File: config.mk
export PLATFORM = sky130hd
export DESIGN_NAME = rhist_ram
export DESIGN_NICKNAME = d
export VERILOG_FILES = /design/src/design/rhist_ram.sv
export SDC_FILE = /design/constraint.sdc
export NUM_CORES = 1
export LEC_CHECK = 0
export BUFFER_PORTS_ARGS = -buffer_cell sky130_fd_sc_hd__clkbuf_2
export CORE_ASPECT_RATIO = 1.1
export CORE_MARGIN = 2
export CORE_UTILIZATION = 42
export DETAILED_ROUTE_END_ITERATION = 8
export PLACE_DENSITY = 0.69
export SETUP_SLACK_MARGIN = 0.1
export SYNTH_ARGS = -nofsm -noshare
export SYNTH_HDL_FRONTEND = slang
export SYNTH_SLANG_ARGS = --single-unit
File: constraint.sdc
create_clock -name clk -period 1.7 [get_ports clk]
set_input_delay 0.085 -clock clk [delete_from_list [all_inputs] [get_ports clk]]
set_output_delay 0.085 -clock clk [all_outputs]
set_load 0.05 [all_outputs]
File: src/design/rhist_ram.sv
// ----------------------------------------------------------------------------
// rhist_ram
// Generic single-write, single-read RAM with registered read data.
// ----------------------------------------------------------------------------
module rhist_ram #(
	parameter int WIDTH = 8,
	parameter int DEPTH = 64,
	parameter int AW    = (DEPTH > 1) ? $clog2(DEPTH) : 1
) (
	input  logic             clk,
	input  logic             we,
	input  logic [AW-1:0]    waddr,
	input  logic [WIDTH-1:0] wdata,
	input  logic             re,
	input  logic [AW-1:0]    raddr,
	output logic [WIDTH-1:0] rdata
);
	logic [WIDTH-1:0] mem_q [DEPTH];

	always_ff @(posedge clk) begin
		if (we) begin
			mem_q[waddr] <= wdata;
		end
		if (re) begin
			rdata <= mem_q[raddr];
		end
	end
endmodule
==> results.tsv <==
metric	value	unit
worstMarginPinSlew	0.743	ns
grt_max_degree	65	
vias	10100	
min_path_cells	2	
gp_congestion	0.843	
hold_ws	0.156	ns
fp.dieH	234	um
ios	31	
synth_area	20200	um^2
rsz0062_at_grt	yes	
grt_pass1_wl	67500	um
r2r_end	rdata[1]	
cts_setup_buffers	0	
synthCells	940	
ys_ff_latch	520	
r2r-start	mem_q[4][1]	
reg2reg_slack	-0.24	ns
htreeDepth	2	
crit_path_cell_trace	mux4_2 > mux4_2 > nor2_4 > nor3_1 > o2bb2ai_2	
vias_per_cell	5.57	
cap_violations	0	
setup_ws	-0.236	ns
total_leakage_power	0.00786	uW
ctsRootBufferMaster	clkbuf_16	
antenna_left	0	
synthTopCellsByArea	edfxtp_1 (77%), mux4_2 (14%), nor2_1 (1.5%), mux2i_1 (1.1%), mux2_2 (0.72%)	
syn_to_final_growth	19.3	%
yosysMostFrequentCell	edfxtp_1	
antenna_found_initial	2	
crit_path_max_fanout	1	
cts_sinks	520	
worstPathArrival	2.27	ns
setup_viol	8	
place_area	22400	um^2
end_kind	flop	
clkLatencyLatePin	0.58	ns
start_util	42.4	%
grt_pass1_vias	10400	
worst-setup-path-type	reg2reg	
critPathLaunchType	flop	
path_delay_family	multiplexers	
hpwl	29100	um
netlist.area_leader.share	77.1	%
synthesis.nets	963	
grt.overflow.total	0	
worst-path-buf-inv	0	
drt_iter0_drc	1060	
firstDrtPassIters	5	
die_area	50000	um^2
synth_cell_types	39	
numCtsBuffers	49	
wl	45500	um
synth-edff-count	520	
n_antenna_cell	0	
synth_top_area_cell	edfxtp_1	
nFillCells	3726	
period_share	114	%
hp-start	wdata[6]	
clock_skew	0.0189	ns
yosys-top-cells-count	edfxtp_1 (520), mux4_2 (126), nor2_1 (83)	
core_area	47700	um^2
power.density	1120	nW/um^2
fin_crit	1.94	ns
die_w	213	um
rr_worst_depth	5	
hold_end	mem_q[17][6]	
stdcell_area	24200	um^2
ys_warn_count	0	
cts_max_path_buffers	3	
drc	0	
status	finished with violations	
max-vdd-ir-drop	0.000721	V
max_stage_delay	0.51	ns
cp_data_required_time	2.04	ns
nNetsFinal	1159	
finalHoldViolations	0	
drive_above_1_share	36.2	%
io_buffers	30	
cts_tree	yes	
maxSlewHeadroom	50.5	%
synthArstFlopShare	0	%
drv_slew	0	
rows	84	
fmax	517	MHz
yosysSeqAreaShare	77.1	%
synth-main-ff-cell	edfxtp_1	
avgSynthCellArea	21.5	um^2
hold_path.class	in2reg	
grt_usage	18.7	%
cp_slowest_cell	mux4_2	
crit_top_cell	mux4_2	
fin_setup_tns	-1.55	ns
wl_per_cell	25.0	um
clk_pin_slew	0.06	ns
violations	negative setup slack	
registers in the layout (all words and copies together) (netlist names):
| register | count |
|---|---|
| rdata | 8 |
| mem_q | 512 |
per-layer routing:
layer  vias to the layer above  routed length [um]  part of all wire, %  global-route usage, %
met4                         4                1300                  2.8                   6.77
met1                      5286               18200                   40                   24.8
met3                        89                3550                  7.8                   4.42
met5                         -                  28                0.062                      0
met2                       412               22400                   49                   30.5
li1                       4332                   -                    -                      -
how the worst max path moves through the flow:
stage	start	end	slack, ns	depth (start not counted)
finish	mem_q[4][1]	rdata[1]	-0.24	5
CTS	mem_q[14][0]	rdata[0]	-0.24	5
detailed placement	raddr[1]	rdata[3]	-0.52	7
floorplan	mem_q[21][4]	rdata[4]	-0.09	5
global placement	raddr[1]	rdata[3]	-0.50	8
global route	mem_q[46][1]	rdata[1]	-0.27	5
where the power goes:
part / leakage (uW) / internal [uW] / switching (uW)
Sequential: 0.00469 / 14200 / 40.4
Clock: 0.000795 / 6560 / 4560
Combinational: 0.00238 / 667 / 931
logic make-up after synthesis:
group                  after synthesis  share of synthesized area [%]
DFF                                520                           77.1
muxes                              162                           15.9
and+or+nand+nor                    153                           3.37
AOI/OAI and AO/OA                   54                           2.06
buffers and inverters               51                           1.56
placed cells by master, fill, tap and decap left out, types with 4 or more instances in the layout:
cell and count:
edfxtp_1 520, buf_4 147, mux4_2 126, nor2_1 78, clkbuf_16 51, clkbuf_2 27, mux2i_1 23, nand2_1 19
buf_12 17, nor2b_1 13, clkbuf_1 13, nand3_1 12, clkinv_2 10, mux2_2 8, o221ai_1 8, o22ai_1 8
nand2b_1 7, bufinv_16 7, mux2_4 5, a211oi_1 4, nor3_1 4
layout make-up:
type / count / area, um^2 / area share [%]
Sequential cell: 520 / 15600 / 64.7
Clock inverter: 24 / 308 / 1.27
Clock buffer: 64 / 1330 / 5.49
Tap cell: 645 / 807 / 3.34
Timing Repair Buffer: 196 / 1630 / 6.77
Multi-Input combinational cell: 369 / 4460 / 18.5
per-stage QoR:
step           total power (uW)  utilization [%]  worst slack (ns)  instances
3_5_place_dp              16100             46.9            -0.523       1727
5_1_grt                   27700             50.6            -0.275       1818
4_1_cts                   27100             50.5            -0.241       1818
3_3_place_gp              16100             46.9            -0.499       1727
2_1_floorplan             15400                -           -0.0883        940
6_report                  27000             50.6            -0.236       1818
what timing repair did:
action                                  in CTS  in global routing
pin swaps                                    9                  3
cloned                                       0                  0
endpoints found under the setup margin       8                  8
hold buffers                                 3                  0
endpoints found under the hold margin       21                  0
gates resized for setup                     20                  7
No activity file was read; power rests on OpenSTA's default activity.
